### config.mk
export PLATFORM = sky130hd
export DESIGN_NAME = packet_queue_tail_drop_flat
export DESIGN_NICKNAME = d
export VERILOG_FILES = /design/src/hw/rtl/pqtd_pkg.sv /design/src/hw/rtl/pqtd_stream_if.sv /design/src/hw/rtl/pqtd_ram.sv /design/src/hw/rtl/pqtd_ctrl.sv /design/src/hw/rtl/pqtd_out.sv /design/src/hw/rtl/packet_queue_tail_drop.sv /design/src/flat_wrapper.sv
export SDC_FILE = /design/constraint.sdc
export NUM_CORES = 1
export LEC_CHECK = 0
export ABC_AREA = 1
export ABC_CLOCK_PERIOD_IN_PS = 2100
export BUFFER_PORTS_ARGS = -buffer_cell sky130_fd_sc_hd__clkbuf_2
export CORE_MARGIN = 3
export CORE_UTILIZATION = 35
export DETAILED_ROUTE_END_ITERATION = 16
export MAX_ROUTING_LAYER = met4
export PLACE_DENSITY = 0.77
export SYNTH_ARGS = -nofsm -noshare
export SYNTH_HDL_FRONTEND = slang
export SYNTH_SLANG_ARGS = --single-unit
### constraint.sdc
create_clock -name clock -period 2.1 [get_ports clock]
set_input_delay 0 -clock clock [delete_from_list [all_inputs] [get_ports clock]]
set_output_delay 0 -clock clock [all_outputs]
set_load 0.1 [all_outputs]
### src/hw/rtl/pqtd_pkg.sv
// pqtd_pkg: shared types, codes and constants of the tail-drop packet queue
// no dependencies; imported by pqtd_ctrl, pqtd_out and the top level
`timescale 1ns / 1ps

package pqtd_pkg;

   localparam int TAG_W        = 16;
   localparam int LEN_W        = 16;
   localparam int HOP_W        = 8;
   localparam int TIME_W       = 32;
   localparam int COUNT_W      = 7;
   localparam int BYTE_LIMIT_W = 22;
   localparam int STATUS_W     = 3;
   localparam int CSR_INDEX_W  = 2;
   localparam int CSR_DATA_W   = 22;

   localparam logic                    CAPACITY_ENABLE_RESET = 1'b1;
   localparam logic [COUNT_W-1:0]      CAPACITY_LIMIT_RESET  = 7'd64;
   localparam logic [BYTE_LIMIT_W-1:0] BYTE_LIMIT_RESET      = 22'h3F_FFFF;
   localparam logic                    FIFO_MODE_RESET       = 1'b1;

   typedef enum logic {
      CMD_ENQUEUE = 1'b0,
      CMD_REQUEST = 1'b1
   } cmd_type;

   typedef enum logic [STATUS_W-1:0] {
      ST_ACCEPTED   = 3'd0,
      ST_DROP_LIMIT = 3'd1,
      ST_DROP_FULL  = 3'd2,
      ST_DELIVERED  = 3'd3,
      ST_EMPTY      = 3'd4
   } status_type;

   typedef enum logic [CSR_INDEX_W-1:0] {
      CSR_CAPACITY_ENABLE = 2'd0,
      CSR_CAPACITY_LIMIT  = 2'd1,
      CSR_BYTE_LIMIT      = 2'd2,
      CSR_FIFO_MODE       = 2'd3
   } csr_index_type;

   typedef struct packed {
      cmd_type            cmd;
      logic [TAG_W-1:0]   packet_tag;
      logic [LEN_W-1:0]   byte_length;
      logic [HOP_W-1:0]   hop_count_in;
      logic [TIME_W-1:0]  wait_total_in;
      logic [TIME_W-1:0]  now;
   } req_type;

   typedef struct packed {
      status_type         status;
      logic [TAG_W-1:0]   packet_tag_out;
      logic [LEN_W-1:0]   byte_length_out;
      logic [HOP_W-1:0]   hop_count_out;
      logic [COUNT_W-1:0] op_count;
      logic [TIME_W-1:0]  wait_here;
      logic [TIME_W-1:0]  wait_total_out;
      logic [COUNT_W-1:0] entries;
   } rsp_type;

   typedef struct packed {
      logic                    capacity_enable;
      logic [COUNT_W-1:0]      capacity_limit;
      logic [BYTE_LIMIT_W-1:0] byte_limit;
      logic                    fifo_mode;
   } cfg_type;

   typedef struct packed {
      logic [TAG_W-1:0]  tag;
      logic [LEN_W-1:0]  bytes;
      logic [HOP_W-1:0]  hops;
      logic [TIME_W-1:0] arrival;
      logic [TIME_W-1:0] wait_total;
   } slot_type;

   // transaction between the accept stage and the result stage
   typedef struct packed {
      logic               deliver;
      status_type         status;
      logic [TAG_W-1:0]   tag;
      logic [LEN_W-1:0]   len;
      logic [HOP_W-1:0]   hops;
      logic [COUNT_W-1:0] op_count;
      logic [TIME_W-1:0]  wait_total;
      logic [TIME_W-1:0]  now;
      logic [COUNT_W-1:0] entries;
   } stage_type;

   function automatic logic [HOP_W-1:0] hop_inc(input logic [HOP_W-1:0] h);
      logic [HOP_W-1:0] r;
      r = (h == '1) ? h : h + HOP_W'(1);
      return r;
   endfunction

endpackage

### src/hw/rtl/pqtd_stream_if.sv
// pqtd_stream_if: valid/ready channel carrying one payload struct
// payload type is given at instantiation (req_type or rsp_type from pqtd_pkg)
`timescale 1ns / 1ps

interface pqtd_stream_if #(
   parameter type payload_type = logic
);
   logic        valid;
   logic        ready;
   payload_type payload;

   modport source (output valid, output payload, input ready);
   modport sink   (input valid, input payload, output ready);
endinterface

### src/hw/rtl/pqtd_ram.sv
// pqtd_ram: generic simple dual-port ram, one write and one registered read port
// no dependencies
`timescale 1ns / 1ps

module pqtd_ram #(
   parameter int WIDTH = 8,
   parameter int DEPTH = 64
) (
   input  logic                     clock,
   input  logic                     wr_en,
   input  logic [$clog2(DEPTH)-1:0] wr_addr,
   input  logic [WIDTH-1:0]         wr_data,
   input  logic                     rd_en,
   input  logic [$clog2(DEPTH)-1:0] rd_addr,
   output logic [WIDTH-1:0]         rd_data
);

   logic [WIDTH-1:0] mem [DEPTH];
   logic [WIDTH-1:0] rd_data_ff;

   always_ff @(posedge clock) begin
      if (wr_en) begin
         mem[wr_addr] <= wr_data;
      end
      if (rd_en) begin
         rd_data_ff <= mem[rd_addr];
      end
   end

   assign rd_data = rd_data_ff;

endmodule

### src/hw/rtl/pqtd_ctrl.sv
// pqtd_ctrl: accept stage; head, entry count, running byte sum, drop decision,
// slot ram addressing and the stage register; depends on pqtd_pkg
`timescale 1ns / 1ps

module pqtd_ctrl import pqtd_pkg::*; #(
   parameter int DEPTH = 64
) (
   input  logic                     clock,
   input  logic                     reset,
   input  cfg_type                  cfg,
   input  logic                     req_valid,
   input  req_type                  req_payload,
   output logic                     req_ready,
   input  logic                     out_load,
   input  logic [LEN_W-1:0]         rd_bytes,
   output logic                     ram_wr_en,
   output logic [$clog2(DEPTH)-1:0] ram_wr_addr,
   output slot_type                 ram_wr_data,
   output logic                     ram_rd_en,
   output logic [$clog2(DEPTH)-1:0] ram_rd_addr,
   output logic                     s1_valid,
   output stage_type                s1
);

   localparam int AW   = $clog2(DEPTH);
   localparam int CW   = $clog2(DEPTH + 1);
   localparam int BW   = $clog2(DEPTH * (2 ** LEN_W - 1) + 1);
   localparam int CMPW = (CW > COUNT_W) ? CW : COUNT_W;
   localparam int BCW  = (BW > BYTE_LIMIT_W) ? BW : BYTE_LIMIT_W;
   localparam logic [AW:0]   DEPTH_SUM   = (AW + 1)'(DEPTH);
   localparam logic [CW-1:0] DEPTH_COUNT = CW'(DEPTH);
   localparam logic [AW-1:0] LAST_INDEX  = AW'(DEPTH - 1);

   logic [AW-1:0] head_ff, head_in;
   logic [CW-1:0] count_ff, count_in;
   logic [BW-1:0] byte_total_ff, byte_total_in;
   logic          s1_valid_ff, s1_valid_in;
   stage_type     s1_ff, s1_in, stage_in;

   logic          accept, is_enq, limit_drop, full, empty, store, take, sub_now;
   logic [BW-1:0] byte_pend, byte_eff, byte_sub, byte_add;
   logic [AW:0]   tail_sum, last_sum;
   logic [AW-1:0] tail_pos, last_pos, head_next;

   assign req_ready = !s1_valid_ff || out_load;
   assign accept    = req_valid && req_ready;
   assign is_enq    = (req_payload.cmd == CMD_ENQUEUE);

   // delivery still in the stage has not yet left the byte sum
   assign byte_pend  = (s1_valid_ff && s1_ff.deliver) ? BW'(rd_bytes) : '0;
   assign byte_eff   = byte_total_ff - byte_pend;
   assign sub_now    = s1_valid_ff && s1_ff.deliver && out_load;
   assign byte_sub   = sub_now ? BW'(rd_bytes) : '0;
   assign byte_add   = store ? BW'(req_payload.byte_length) : '0;

   assign limit_drop = cfg.capacity_enable
                       && (CMPW'(count_ff) >= CMPW'(cfg.capacity_limit))
                       && (BCW'(byte_eff) > BCW'(cfg.byte_limit));
   assign full       = (count_ff == DEPTH_COUNT);
   assign empty      = (count_ff == '0);
   assign store      = accept && is_enq && !limit_drop && !full;
   assign take       = accept && !is_enq && !empty;

   assign tail_sum  = (AW + 1)'(head_ff) + (AW + 1)'(count_ff);
   assign tail_pos  = (tail_sum >= DEPTH_SUM) ? AW'(tail_sum - DEPTH_SUM) : AW'(tail_sum);
   assign last_sum  = tail_sum - (AW + 1)'(1);
   assign last_pos  = (last_sum >= DEPTH_SUM) ? AW'(last_sum - DEPTH_SUM) : AW'(last_sum);
   assign head_next = (head_ff == LAST_INDEX) ? '0 : head_ff + AW'(1);

   always_comb begin
      count_in = count_ff;
      if (store) begin
         count_in = count_ff + CW'(1);
      end else if (take) begin
         count_in = count_ff - CW'(1);
      end
      head_in       = (take && cfg.fifo_mode) ? head_next : head_ff;
      byte_total_in = byte_total_ff - byte_sub + byte_add;
   end

   assign ram_wr_en              = store;
   assign ram_wr_addr            = tail_pos;
   assign ram_wr_data.tag        = req_payload.packet_tag;
   assign ram_wr_data.bytes      = req_payload.byte_length;
   assign ram_wr_data.hops       = hop_inc(req_payload.hop_count_in);
   assign ram_wr_data.arrival    = req_payload.now;
   assign ram_wr_data.wait_total = req_payload.wait_total_in;
   assign ram_rd_en              = take;
   assign ram_rd_addr            = cfg.fifo_mode ? head_ff : last_pos;

   always_comb begin
      stage_in            = '0;
      stage_in.status     = ST_ACCEPTED;
      stage_in.tag        = req_payload.packet_tag;
      stage_in.len        = req_payload.byte_length;
      stage_in.hops       = req_payload.hop_count_in;
      stage_in.wait_total = req_payload.wait_total_in;
      stage_in.now        = req_payload.now;
      stage_in.entries    = COUNT_W'(count_in);
      if (is_enq) begin
         if (limit_drop) begin
            stage_in.status = ST_DROP_LIMIT;
         end else if (full) begin
            stage_in.status = ST_DROP_FULL;
         end else begin
            stage_in.hops     = hop_inc(req_payload.hop_count_in);
            stage_in.op_count = COUNT_W'(1);
         end
      end else if (empty) begin
         stage_in        = '0;
         stage_in.status = ST_EMPTY;
      end else begin
         stage_in.deliver  = 1'b1;
         stage_in.status   = ST_DELIVERED;
         stage_in.op_count = COUNT_W'(count_in) + COUNT_W'(1);
      end
   end

   always_comb begin
      s1_valid_in = s1_valid_ff;
      s1_in       = s1_ff;
      if (accept) begin
         s1_valid_in = 1'b1;
         s1_in       = stage_in;
      end else if (out_load) begin
         s1_valid_in = 1'b0;
      end
   end

   always_ff @(posedge clock) begin
      if (reset) begin
         head_ff       <= '0;
         count_ff      <= '0;
         byte_total_ff <= '0;
         s1_valid_ff   <= 1'b0;
      end else begin
         head_ff       <= head_in;
         count_ff      <= count_in;
         byte_total_ff <= byte_total_in;
         s1_valid_ff   <= s1_valid_in;
      end
   end

   always_ff @(posedge clock) begin
      s1_ff <= s1_in;
   end

   assign s1_valid = s1_valid_ff;
   assign s1       = s1_ff;

   a_count_range: assert property (@(posedge clock) disable iff (reset)
      count_ff <= DEPTH_COUNT)
      else $error("entry count above depth");

   a_head_range: assert property (@(posedge clock) disable iff (reset)
      head_ff <= LAST_INDEX)
      else $error("head index out of range");

   a_take_decrements: assert property (@(posedge clock) disable iff (reset)
      accept && !is_enq && !empty |=> count_ff == $past(count_ff) - CW'(1))
      else $error("delivery did not remove an entry");

   a_stage_holds: assert property (@(posedge clock) disable iff (reset)
      s1_valid_ff && !out_load |=> s1_valid_ff && s1_ff == $past(s1_ff))
      else $error("stalled stage transaction changed");

endmodule

### src/hw/rtl/pqtd_out.sv
// pqtd_out: result stage; merges slot ram read data, computes waits and
// drives the result register; depends on pqtd_pkg
`timescale 1ns / 1ps

module pqtd_out import pqtd_pkg::*; (
   input  logic      clock,
   input  logic      reset,
   input  logic      s1_valid,
   input  stage_type s1,
   input  slot_type  rd_data,
   output logic      out_load,
   output logic      rsp_valid,
   input  logic      rsp_ready,
   output rsp_type   rsp_payload
);

   logic              rsp_valid_ff, rsp_valid_in;
   rsp_type           rsp_ff, rsp_in;
   logic [TIME_W-1:0] wait_here;
   logic [TIME_W:0]   wait_sum;

   assign out_load  = s1_valid && (!rsp_valid_ff || rsp_ready);
   assign wait_here = s1.now - rd_data.arrival;
   assign wait_sum  = {1'b0, rd_data.wait_total} + {1'b0, wait_here};

   always_comb begin
      rsp_in.status          = s1.status;
      rsp_in.packet_tag_out  = s1.tag;
      rsp_in.byte_length_out = s1.len;
      rsp_in.hop_count_out   = s1.hops;
      rsp_in.op_count        = s1.op_count;
      rsp_in.wait_here       = '0;
      rsp_in.wait_total_out  = s1.wait_total;
      rsp_in.entries         = s1.entries;
      if (s1.deliver) begin
         rsp_in.packet_tag_out  = rd_data.tag;
         rsp_in.byte_length_out = rd_data.bytes;
         rsp_in.hop_count_out   = hop_inc(rd_data.hops);
         rsp_in.wait_here       = wait_here;
         // saturate accumulated wait
         rsp_in.wait_total_out  = wait_sum[TIME_W] ? '1 : wait_sum[TIME_W-1:0];
      end
   end

   always_comb begin
      rsp_valid_in = rsp_valid_ff;
      if (out_load) begin
         rsp_valid_in = 1'b1;
      end else if (rsp_ready) begin
         rsp_valid_in = 1'b0;
      end
   end

   always_ff @(posedge clock) begin
      if (reset) begin
         rsp_valid_ff <= 1'b0;
      end else begin
         rsp_valid_ff <= rsp_valid_in;
      end
   end

   always_ff @(posedge clock) begin
      if (out_load) begin
         rsp_ff <= rsp_in;
      end
   end

   assign rsp_valid   = rsp_valid_ff;
   assign rsp_payload = rsp_ff;

   a_delivery_count: assert property (@(posedge clock) disable iff (reset)
      rsp_valid_ff && rsp_ff.status == ST_DELIVERED |->
         rsp_ff.op_count == rsp_ff.entries + COUNT_W'(1))
      else $error("delivery operation count does not match entries");

   a_empty_request: assert property (@(posedge clock) disable iff (reset)
      rsp_valid_ff && rsp_ff.status == ST_EMPTY |->
         rsp_ff.entries == '0 && rsp_ff.wait_here == '0)
      else $error("empty request with nonzero fields");

   a_stall_hold: assert property (@(posedge clock) disable iff (reset)
      rsp_valid_ff && !rsp_ready |=> rsp_valid_ff && rsp_ff == $past(rsp_ff))
      else $error("stalled result changed");

endmodule

### src/hw/rtl/packet_queue_tail_drop.sv
// packet_queue_tail_drop: top level of the tail-drop packet queue
// depends on pqtd_pkg, pqtd_stream_if, pqtd_ram, pqtd_ctrl, pqtd_out
//
// usage:
//   req_if carries one command transaction (enqueue or request) of req_type,
//   rsp_if returns exactly one rsp_type transaction for each of them, in order.
//   csr_we / csr_index / csr_wdata write the four limit and mode registers;
//   write them only while the queue has no transaction in flight.
// throughput and pipeline:
//   one transaction accepted per cycle while req_if.ready is high; the result
//   passes the stage register and slot ram read, then the result register.
// storage:
//   descriptors live in one DEPTH-entry slot ram with a registered read port;
//   the byte total is a running sum, reduced when a delivery leaves the stage.
// reset:
//   synchronous; clears head, entry count, byte total and both valid flags and
//   loads the register defaults; slot contents are not cleared.
// stall:
//   a held result keeps rsp_if.valid high; one more transaction waits in the
//   stage behind it, after which req_if.ready drops until rsp_if.ready returns.
`timescale 1ns / 1ps

module packet_queue_tail_drop import pqtd_pkg::*; #(
   parameter int DEPTH = 64
) (
   input  logic                   clock,
   input  logic                   reset,
   pqtd_stream_if.sink            req_if,
   pqtd_stream_if.source          rsp_if,
   input  logic                   csr_we,
   input  logic [CSR_INDEX_W-1:0] csr_index,
   input  logic [CSR_DATA_W-1:0]  csr_wdata
);

   localparam int AW = $clog2(DEPTH);

   cfg_type   cfg_ff, cfg_in;
   logic      ram_wr_en, ram_rd_en, out_load, s1_valid;
   logic [AW-1:0] ram_wr_addr, ram_rd_addr;
   slot_type  ram_wr_data, ram_rd_data;
   stage_type s1;

   always_comb begin
      cfg_in = cfg_ff;
      if (csr_we) begin
         unique case (csr_index_type'(csr_index))
            CSR_CAPACITY_ENABLE: cfg_in.capacity_enable = csr_wdata[0];
            CSR_CAPACITY_LIMIT:  cfg_in.capacity_limit  = csr_wdata[COUNT_W-1:0];
            CSR_BYTE_LIMIT:      cfg_in.byte_limit      = csr_wdata[BYTE_LIMIT_W-1:0];
            CSR_FIFO_MODE:       cfg_in.fifo_mode       = csr_wdata[0];
            default:             cfg_in = cfg_ff;
         endcase
      end
   end

   always_ff @(posedge clock) begin
      if (reset) begin
         cfg_ff.capacity_enable <= CAPACITY_ENABLE_RESET;
         cfg_ff.capacity_limit  <= CAPACITY_LIMIT_RESET;
         cfg_ff.byte_limit      <= BYTE_LIMIT_RESET;
         cfg_ff.fifo_mode       <= FIFO_MODE_RESET;
      end else begin
         cfg_ff <= cfg_in;
      end
   end

   pqtd_ram #(
      .WIDTH ($bits(slot_type)),
      .DEPTH (DEPTH)
   ) u_slot_ram (
      .clock   (clock),
      .wr_en   (ram_wr_en),
      .wr_addr (ram_wr_addr),
      .wr_data (ram_wr_data),
      .rd_en   (ram_rd_en),
      .rd_addr (ram_rd_addr),
      .rd_data (ram_rd_data)
   );

   pqtd_ctrl #(
      .DEPTH (DEPTH)
   ) u_ctrl (
      .clock       (clock),
      .reset       (reset),
      .cfg         (cfg_ff),
      .req_valid   (req_if.valid),
      .req_payload (req_if.payload),
      .req_ready   (req_if.ready),
      .out_load    (out_load),
      .rd_bytes    (ram_rd_data.bytes),
      .ram_wr_en   (ram_wr_en),
      .ram_wr_addr (ram_wr_addr),
      .ram_wr_data (ram_wr_data),
      .ram_rd_en   (ram_rd_en),
      .ram_rd_addr (ram_rd_addr),
      .s1_valid    (s1_valid),
      .s1          (s1)
   );

   pqtd_out u_out (
      .clock       (clock),
      .reset       (reset),
      .s1_valid    (s1_valid),
      .s1          (s1),
      .rd_data     (ram_rd_data),
      .out_load    (out_load),
      .rsp_valid   (rsp_if.valid),
      .rsp_ready   (rsp_if.ready),
      .rsp_payload (rsp_if.payload)
   );

endmodule
### src/flat_wrapper.sv
// flat-port wrapper written by rule: the top's interface ports become plain ports
module packet_queue_tail_drop_flat import pqtd_pkg::*;
#(
   parameter int DEPTH = 64
)
  (clock, reset, csr_we, csr_index, csr_wdata, req_if_valid, req_if_payload, req_if_ready, rsp_if_valid, rsp_if_payload, rsp_if_ready);
  pqtd_stream_if req_if_i ();
  pqtd_stream_if rsp_if_i ();
  input  logic clock;
  input  logic reset;
  input  logic csr_we;
  input  logic [CSR_INDEX_W-1:0] csr_index;
  input  logic [CSR_DATA_W-1:0] csr_wdata;
  input wire logic [$bits(req_if_i.valid)-1:0] req_if_valid;
  input wire logic [$bits(req_if_i.payload)-1:0] req_if_payload;
  output wire logic [$bits(req_if_i.ready)-1:0] req_if_ready;
  output wire logic [$bits(rsp_if_i.valid)-1:0] rsp_if_valid;
  output wire logic [$bits(rsp_if_i.payload)-1:0] rsp_if_payload;
  input wire logic [$bits(rsp_if_i.ready)-1:0] rsp_if_ready;
  assign req_if_i.valid = req_if_valid;
  assign req_if_i.payload = req_if_payload;
  assign req_if_ready = req_if_i.ready;
  assign rsp_if_valid = rsp_if_i.valid;
  assign rsp_if_payload = rsp_if_i.payload;
  assign rsp_if_i.ready = rsp_if_ready;
  packet_queue_tail_drop #(.DEPTH(DEPTH)) u_core (.clock(clock), .reset(reset), .req_if(req_if_i), .rsp_if(rsp_if_i), .csr_we(csr_we), .csr_index(csr_index), .csr_wdata(csr_wdata));
endmodule
==> results of run 1 <==
-- power by group through the flow --
stage	clock network, mW	logic [mW]	registers [mW]
global route	0.164	0.0658	0.235
floorplan	0	0.0343	0.251
finish	0.145	0.0602	0.233
CTS	0.150	0.0606	0.233
global placement	0	0.0526	0.237
detailed placement	0	0.0559	0.238
-- cell type report --
cell class / count / area [um2] / share of cell area, %
tap: 24 / 30.0 / 4.26
inverter: 14 / 52.6 / 7.45
multi-input combinational: 52 / 295 / 41.8
clock buffer: 4 / 26.3 / 3.72
sequential: 11 / 241 / 34.2
timing repair buffer: 9 / 60.1 / 8.51
-- cell usage after synthesis --
| library cell | count |
|---|---|
| sky130_fd_sc_hd__inv_2 | 1 |
| sky130_fd_sc_hd__buf_2 | 1 |
| sky130_fd_sc_hd__nor2_2 | 4 |
| sky130_fd_sc_hd__buf_4 | 1 |
| sky130_fd_sc_hd__nand2_1 | 16 |
| sky130_fd_sc_hd__inv_1 | 13 |
| sky130_fd_sc_hd__dfxtp_1 | 9 |
| sky130_fd_sc_hd__a21oi_2 | 1 |
| sky130_fd_sc_hd__nand3_1 | 8 |
| sky130_fd_sc_hd__nand3_2 | 4 |
| sky130_fd_sc_hd__a21oi_1 | 6 |
| sky130_fd_sc_hd__nor2_1 | 5 |
| sky130_fd_sc_hd__ha_1 | 2 |
| sky130_fd_sc_hd__edfxtp_1 | 2 |
| sky130_fd_sc_hd__nand4_1 | 3 |
| sky130_fd_sc_hd__nand2_2 | 2 |
| sky130_fd_sc_hd__xor2_1 | 1 |
| sky130_fd_sc_hd__buf_6 | 3 |
-- critical path, delay by kind of cell, from the launching register on --
| family | cells | cell delay (ns) |
|---|---|---|
| flip-flops | 1 | 0.36 |
| adder cells (fa/ha/maj) | 1 | 0.16 |
| buffers and inverters | 3 | 0.19 |
| AND/OR/NAND/NOR | 5 | 0.61 |
-- cell families after synthesis --
family          after synthesis  share of synthesized area (%)
compound gates                7                           6.19
xor+xnor                      1                           1.40
fa+ha+maj                     2                           3.99
buf+inv                      19                           15.8
flops                        11                           38.3
simple gates                 42                           34.3
-- timing repair --
item / CTS / global route
hold buffers: 3 / 0
endpoints found under the setup margin: 0 / 0
buffers inserted: 0 / 0
endpoints found under the hold margin: 3 / 0
-- metrics by stage --
stage	hold slack (ns)	worst slack [ns]
global route	0.0749	0.399
detailed placement	0.266	0.543
global placement	0.261	0.596
floorplan	0.164	0.274
finish	0.0453	0.532
CTS	0.0467	0.532
-- metal layers --
metal  track usage (%)  wire length (um)  vias to the layer above
li1                  -                 -                      275
met1              12.3               517                      240
met2              19.0               571                        8
met3              2.15                27                        5
met4              9.95                40                        0
met5                 -                 0                        -
-- worst max path at each step --
| stage | slack, ns | from | cells past startpoint | end |
|---|---|---|---|---|
| after floorplan | 0.27 | u_core.u_out.rsp_valid | 7 | u_core.u_ctrl.s1[0] |
| after CTS | 0.53 | u_core.u_ctrl.count_ff[0] | 9 | u_core.u_ctrl.s1[0] |
| after global placement | 0.60 | u_core.u_ctrl.count_ff[0] | 9 | u_core.u_ctrl.s1[0] |
| after detailed placement | 0.54 | u_core.u_ctrl.count_ff[0] | 9 | u_core.u_ctrl.s1[0] |
| after global routing | 0.40 | u_core.u_ctrl.count_ff[0] | 9 | u_core.u_ctrl.s1[0] |
| final | 0.53 | u_core.u_ctrl.count_ff[0] | 9 | u_core.u_ctrl.s1[0] |
-- flip-flops by register name, summed over array words and instances, names as in the netlist --
| name | cells |
|---|---|
| u_core.u_ctrl.count_ff | 7 |
| u_core.u_ctrl.s1 | 1 |
| u_core.u_ctrl.s1_valid | 1 |
| u_core.u_out.rsp_payload | 1 |
| u_core.u_out.rsp_valid | 1 |
==> impl.org, run 1 <==
** Global route
- Total global-route track usage :: 11.7%
- Total grt overflow :: 0
- Wire length of the first global-routing pass :: 2.04 mm
- Entering global routing, the biggest net connects 13 pins.
- The initial antenna violation count came to 0.
- The via count of the first global-routing pass came to 516.

** Timing
- Worst slew margin relative to its limit :: 64.1%
- Clock skew on the completed layout was measured at 0.00772 ns.
- The final max-slew violation count came to 0.
- Setup repair after global routing left no endpoint under its margin.
- Count of endpoints failing setup in the final report :: 0
- Final period utilization :: 74.7%
- Setup total negative slack on the finished layout was measured at 0 ns.
- The smallest clock period supported by the final layout is computed as 1.57 ns.
- Final count of hold timing violations :: 0
- At the pin with the least slew margin, the transition time is 0.541 ns.
- Maximum clock frequency :: 0.638 GHz

** Layout
- The finished layout holds 114 standard cells, fillers aside.
- In the layout the commonest cells are sky130_fd_sc_hd__nand2_1, sky130_fd_sc_hd__inv_1, sky130_fd_sc_hd__nand3_1, sky130_fd_sc_hd__dfxtp_1.
- Fraction of final layout cells sized beyond drive strength 1 :: 24.4%
- The net count of the finished layout is 123.
- After filler insertion, the fill cell instance count of the layout stands at 159.
- Utilization after layout :: 44.3%
- Compared with the post-synthesis result, the final layout area differs by 12.6%.
- The number of antenna diodes in the final layout is 0.
- Leaving out fill and tap cells, the most frequent cell in the layout is sky130_fd_sc_hd__nand2_1.
- After routing the design area is 706 um2.

** Critical path
- Worst setup EP type :: flop
- Endpoint arrival time on the critical path :: 1.60 ns
- WP data required :: 2.13 ns
- Worst reg2reg endpoint :: u_core.u_ctrl.s1[0]
- The worst register-to-register path has a setup slack of 0.53 ns.
- Traced cell by cell, the critical path runs through inv_1, ha_1, nand2_1, inv_1, nand3_2, nand2_1, nand2_1, nand2_2, inv_1.
- The worst register-to-register path begins at u_core.u_ctrl.count_ff[0].
- Worst Setup Start Kind :: flop
- The worst register-to-register path has a depth of 9.
- The largest individual stage delay along the critical path comes from the cell sky130_fd_sc_hd__dfxtp_1.
- Setup CP Type :: reg2reg
- In this design, the stage delay of the slowest critical-path cell is 0.36 ns.
- Worst-path fanout max :: 11

** Die
- In this run the vertical extent of the chip is 48.3 um.
- The initial utilization of the core area, before any placement, comes to 39.3%.
- Pin placement for this block handled 33 I/O pins.
- After floorplanning, the core was divided into 14 placement rows.
- The region available for standard cell placement spans 1590 um2.
- The floorplan step defined a die boundary enclosing 2330 um2.
- The die is 48.3 um wide.

** Clock network
- Clock tree from TritonCTS :: built
- Clock tree synthesis inserted a total of 3 buffers.
- In this run, post-CTS repair resized a total of 0 instances.
- Htree depth :: 1
- Deepest clock path buffer count :: 2
- Clock-pin slew reported for the worst setup and hold paths after clock tree synthesis :: 0.06 ns
- Count of clock tree sinks :: 11
- Clk root buf :: sky130_fd_sc_hd__clkbuf_4
- Clock latency on the worst-skew pair :: 0.27 ns

** Pwr
- PD cells :: 621 nW/um2
- Per report_power, the combinational group accounts for 13.7% of the total.
- Proportion of total power due to net switching :: 27.9%
- P_sw :: 122 uW
- Per report_power, the clock group accounts for 33.1% of the total.
- Tot Pwr :: 438 uW
- Internal power component :: 316 uW
- Leak Pwr :: 0.290 nW
- Sequential share of power :: 53.2%
- Worst vdd rail ir drop :: 0.379 mV

** Detailed routing
- The first detailed-routing pass ran for 4 iterations.
- Post-route DRC violation count :: 0
- Routed WL :: 1.16 mm
- In this run, the number of DRC markers left after iteration 0 of detailed routing was 18.
- Overall via count from detail_route :: 528
- In this run the remaining antenna-violating nets after routing total 0.
- In the final routed layout, each cell accounts on average for 10.1 um.
- Dividing the detail-routed via count by the number of cells gives 4.63.

** Flow run
- Max capacitance violation total :: 0

** Yosys
- Number of distinct library cell variants in the gate-level netlist after synthesis :: 18
- A synthesized cell averages 7.64 um2.
- Area share of the leading cell type in the synthesized netlist :: 28.7%
- For this run, the number of Yosys warnings is 0.
- Sequential elements use 38.3% of the synthesized area.
- Leading cell types by total area after synthesis :: sky130_fd_sc_hd__dfxtp_1, sky130_fd_sc_hd__edfxtp_1, sky130_fd_sc_hd__nand2_1
- Largest area contributor in the netlist :: sky130_fd_sc_hd__dfxtp_1
- Synthesis produced a netlist with a net count of 114.
- After synthesis the cells add up to 627 um2.
- Synthesis handed over a netlist of 82 instances.
- After synthesis the netlist holds a flip-flop and latch count of 11.

** Run status
- Outcome :: finished, final reports clean

** Placed design
- Routability-driven placement finished with a final weighted congestion of 0.780.
- Placed insts :: 107
- Once placement finished, the instance area stood at 649 um2.
- Input/output buffers :: 6
- HPWL Detailed :: 878 um

** Min path
- Worst hold path startpoint :: rsp_if_ready
- Worst hold-check path type :: in2reg
- Counting instances, the worst hold path has a depth of 4.
- Worst Hold Path EP :: u_core.u_out.rsp_valid
Note: power is estimated with default switching activity, not from simulation.
==> run 2: changes to the inputs <==
Settings changed: ABC_CLOCK_PERIOD_IN_PS 2100 to 1350, PLACE_DENSITY 0.77 to 0.79.
Clock period 2.1 ns to 1.35 ns, I/O delays scaled along.
==> impl.org, run 2 (synthesis results as in run 1) <==
** Run status
- Outcome :: finished, final reports clean

** Layout
- Leaving out fill and tap cells, the most frequent cell in the layout is sky130_fd_sc_hd__nand2_1.
- The share of final-layout standard cells stronger than drive strength 1 came to 37.5% (+13 points).
- The flip-flop count of the largest register after layout is 7 (unchanged).
- The library cells used most frequently in the layout, excluding fill and tap cells, are sky130_fd_sc_hd__nand2_1, sky130_fd_sc_hd__inv_1, sky130_fd_sc_hd__dfxtp_1.
- Top register by number of flip-flops :: u_core.u_ctrl.count_ff
- Post-route design area :: 787 um2 (+12%)
- Footprint of the multi-input gates :: 328 um2 (+11%)
- Number of diodes added for antenna fixing :: 0 (unchanged)
- Count of nets after finishing :: 129 (+4.9%)
- Fillers :: 151 (-5.0%)
- Sequential standard cell area :: 244 um2 (+1.0%)
- Area growth syn-to-layout :: 25.5%

** Die
- Floorplan die area :: 2330 um2 (unchanged)
- The total number of placement rows is 14 (unchanged).
- Die height :: 48.3 um (unchanged)
- Placeable core area :: 1590 um2 (unchanged)
- Initial Utilization :: 39.3% (unchanged)
- The count of pins on the block boundary was 33 (unchanged).
- The width of the die is 48.3 um (unchanged).

** Critical path
- Worst-path fanout max :: 5 (-6)
- The critical path goes through inv_1, ha_1, nand2_1, inv_2, nand3_4, nand2_2, nand2_1, nand2_2, inv_1.
- The sum of buffers and inverters on the critical path came to 3 (unchanged).
- The depth of the worst register-to-register path came to 9 (unchanged).
- The worst setup path is launched from a flop.
- Levels on crit path :: 9 (unchanged)
- The register-to-register setup slack is 0.09 ns (-0.44 ns).
- Kind of cell adding the most delay to the critical path :: simple AND/OR/NAND/NOR gates
- The data arrival at the endpoint of the critical path is 1.30 ns (-0.30 ns).
- The longest individual stage delay on the worst path was 0.31 ns (-0.05 ns).
- Worst setup EP type :: flop
- WP data required :: 1.39 ns (-0.74 ns)
- Critical path's slowest cell :: sky130_fd_sc_hd__dfxtp_1
- Setup CP Type :: reg2reg

** Global route
- Total global-route track usage :: 11.9% (+0.15 points)
- The initial antenna violation count is 0 (unchanged).
- The pin count of the biggest net entering global routing came to 12 (-1).
- Total grt overflow :: 0 (unchanged)
- The first-pass GRT wire length came to 2.15 mm (+5.4%).
- Vias in the first global route :: 505 (-2.1%)

** Pwr
- The maximum vdd ir drop came to 0.556 mV (+47%).
- The cell area power density is 888 nW/um2 (+43%).
- The standby leakage power is 0.319 nW (+10%).

** Placed design
- Total placed instance area :: 719 um2 (+11%)
- The count of buffers from port buffering came to 6 (unchanged).
- Final Wtd Congestion :: 0.805 (+3.1%)
- HPWL Detailed :: 927 um (+5.6%)

** Clock network
- CTS Buf Count :: 3 (unchanged)
- Count of clock tree sinks :: 11 (unchanged)
- The maximum clock path buffer count is 2 (unchanged).
- Clock latency on the worst-skew pair :: 0.27 ns (about the same)
- TritonCTS built the clock tree.
- Clock-pin slew reported for the worst setup and hold paths after clock tree synthesis :: 0.08 ns (+0.02 ns)
- In this run the clock root is driven by a sky130_fd_sc_hd__clkbuf_4.
- Htree depth :: 1 (unchanged)

** Detailed routing
- The routed wire length came to 1.26 mm (+8.6%).
- Post-route DRC violation count :: 0 (unchanged)
- Overall via count from detail_route :: 553 (+4.7%)
- The detailed-router iteration count before antenna repair was 4 (unchanged).
- The number of vias per cell came to 4.61 (-0.50%).
- Iteration-0 DRC Markers :: 6 (-12)
- Count of nets left with antenna violations after detail routing :: 0 (unchanged)
- The wire length per cell after detailed routing came to 10.5 um (+3.1%).

** Timing
- The final hold violation count was 0 (unchanged).
- Least-Margin Pin Slew :: 0.539 ns (-0.00212 ns)
- The final max-slew violation count came to 0 (unchanged).
- Worst clock skew :: 0.00913 ns (+0.00141 ns)
- The post-route minimum period was 1.26 ns (-0.310 ns).
- Worst slew margin relative to its limit :: 64.3% (+0.14 points)
- Final total negative setup slack :: 0 ns (unchanged)
- The final number of setup-violating endpoints is 0 (unchanged).
- Final period utilization :: 93.2% (+18 points)
- Unrepaired setup endpoints after global routing :: false
- The maximum achievable frequency is 0.795 GHz (+25%).

** Flow run
- The max-cap check violation count was 0 (unchanged).

** Min path
- The tightest min-delay check is of the in2reg type.
- Cells on Worst Hold Path :: 4 (unchanged)
-- run 2: final timing paths --
kind                             startpoint                          end
hold / removal                 rsp_if_ready       u_core.u_ctrl.s1_valid
setup / recovery  u_core.u_ctrl.count_ff[0]          u_core.u_ctrl.s1[0]
hold reg to reg         u_core.u_ctrl.s1[0]  u_core.u_out.rsp_payload[0]
setup reg to reg  u_core.u_ctrl.count_ff[0]          u_core.u_ctrl.s1[0]
-- run 2: repair_timing --
item | CTS | global route
hold endpoints to repair | 5 | 0
buffers inserted | 0 | 1
setup endpoints to repair | 0 | 5
hold buffers | 2 | 0
gates resized for setup | 0 | 4
-- run 2: cell type report --
| type | instances | area share, % |
|---|---|---|
| inverter | 14 | 6.68 |
| clock buffer | 4 | 3.34 |
| timing repair buffer | 15 | 13.5 |
| tap | 24 | 3.82 |
| multi-input combinational | 52 | 41.7 |
| sequential | 11 | 31.0 |
-- run 2: through the flow --
step	setup WS, ns	utilization (%)	power [mW]	hold WS, ns	cells
floorplan	-0.239	-	0.447	0.164	82
global placement	0.0780	45.1	0.466	0.261	113
detailed placement	0.0381	45.1	0.471	0.269	113
CTS	0.0315	48.0	0.700	0.0499	119
global route	0.00816	49.4	0.727	0.0792	120
finish	0.0925	49.4	0.699	0.0467	120
-- run 2: worst reg2reg max path, cell delays in order (launching register included) --
cell and delay [ns]:
sky130_fd_sc_hd__dfxtp_1 0.31, sky130_fd_sc_hd__inv_1 0.07, sky130_fd_sc_hd__ha_1 0.14, sky130_fd_sc_hd__nand2_1 0.06, sky130_fd_sc_hd__inv_2 0.07, sky130_fd_sc_hd__nand3_4 0.09
sky130_fd_sc_hd__nand2_2 0.10, sky130_fd_sc_hd__nand2_1 0.07, sky130_fd_sc_hd__nand2_2 0.07, sky130_fd_sc_hd__inv_1 0.04
-- run 2: metal layers --
layer / vias to the layer above / GRT usage [%] / wire length [um]
li1: 286 / - / -
met1: 257 / 14.2 / 561
met2: 8 / 19.5 / 653
met3: 2 / 1.84 / 37
met4: 0 / 5.69 / 4
met5: - / - / 0
-- run 2: power by group --
part	switching (mW)	internal, mW
clock network	0.116	0.114
registers	0.00971	0.348
logic	0.0735	0.0372
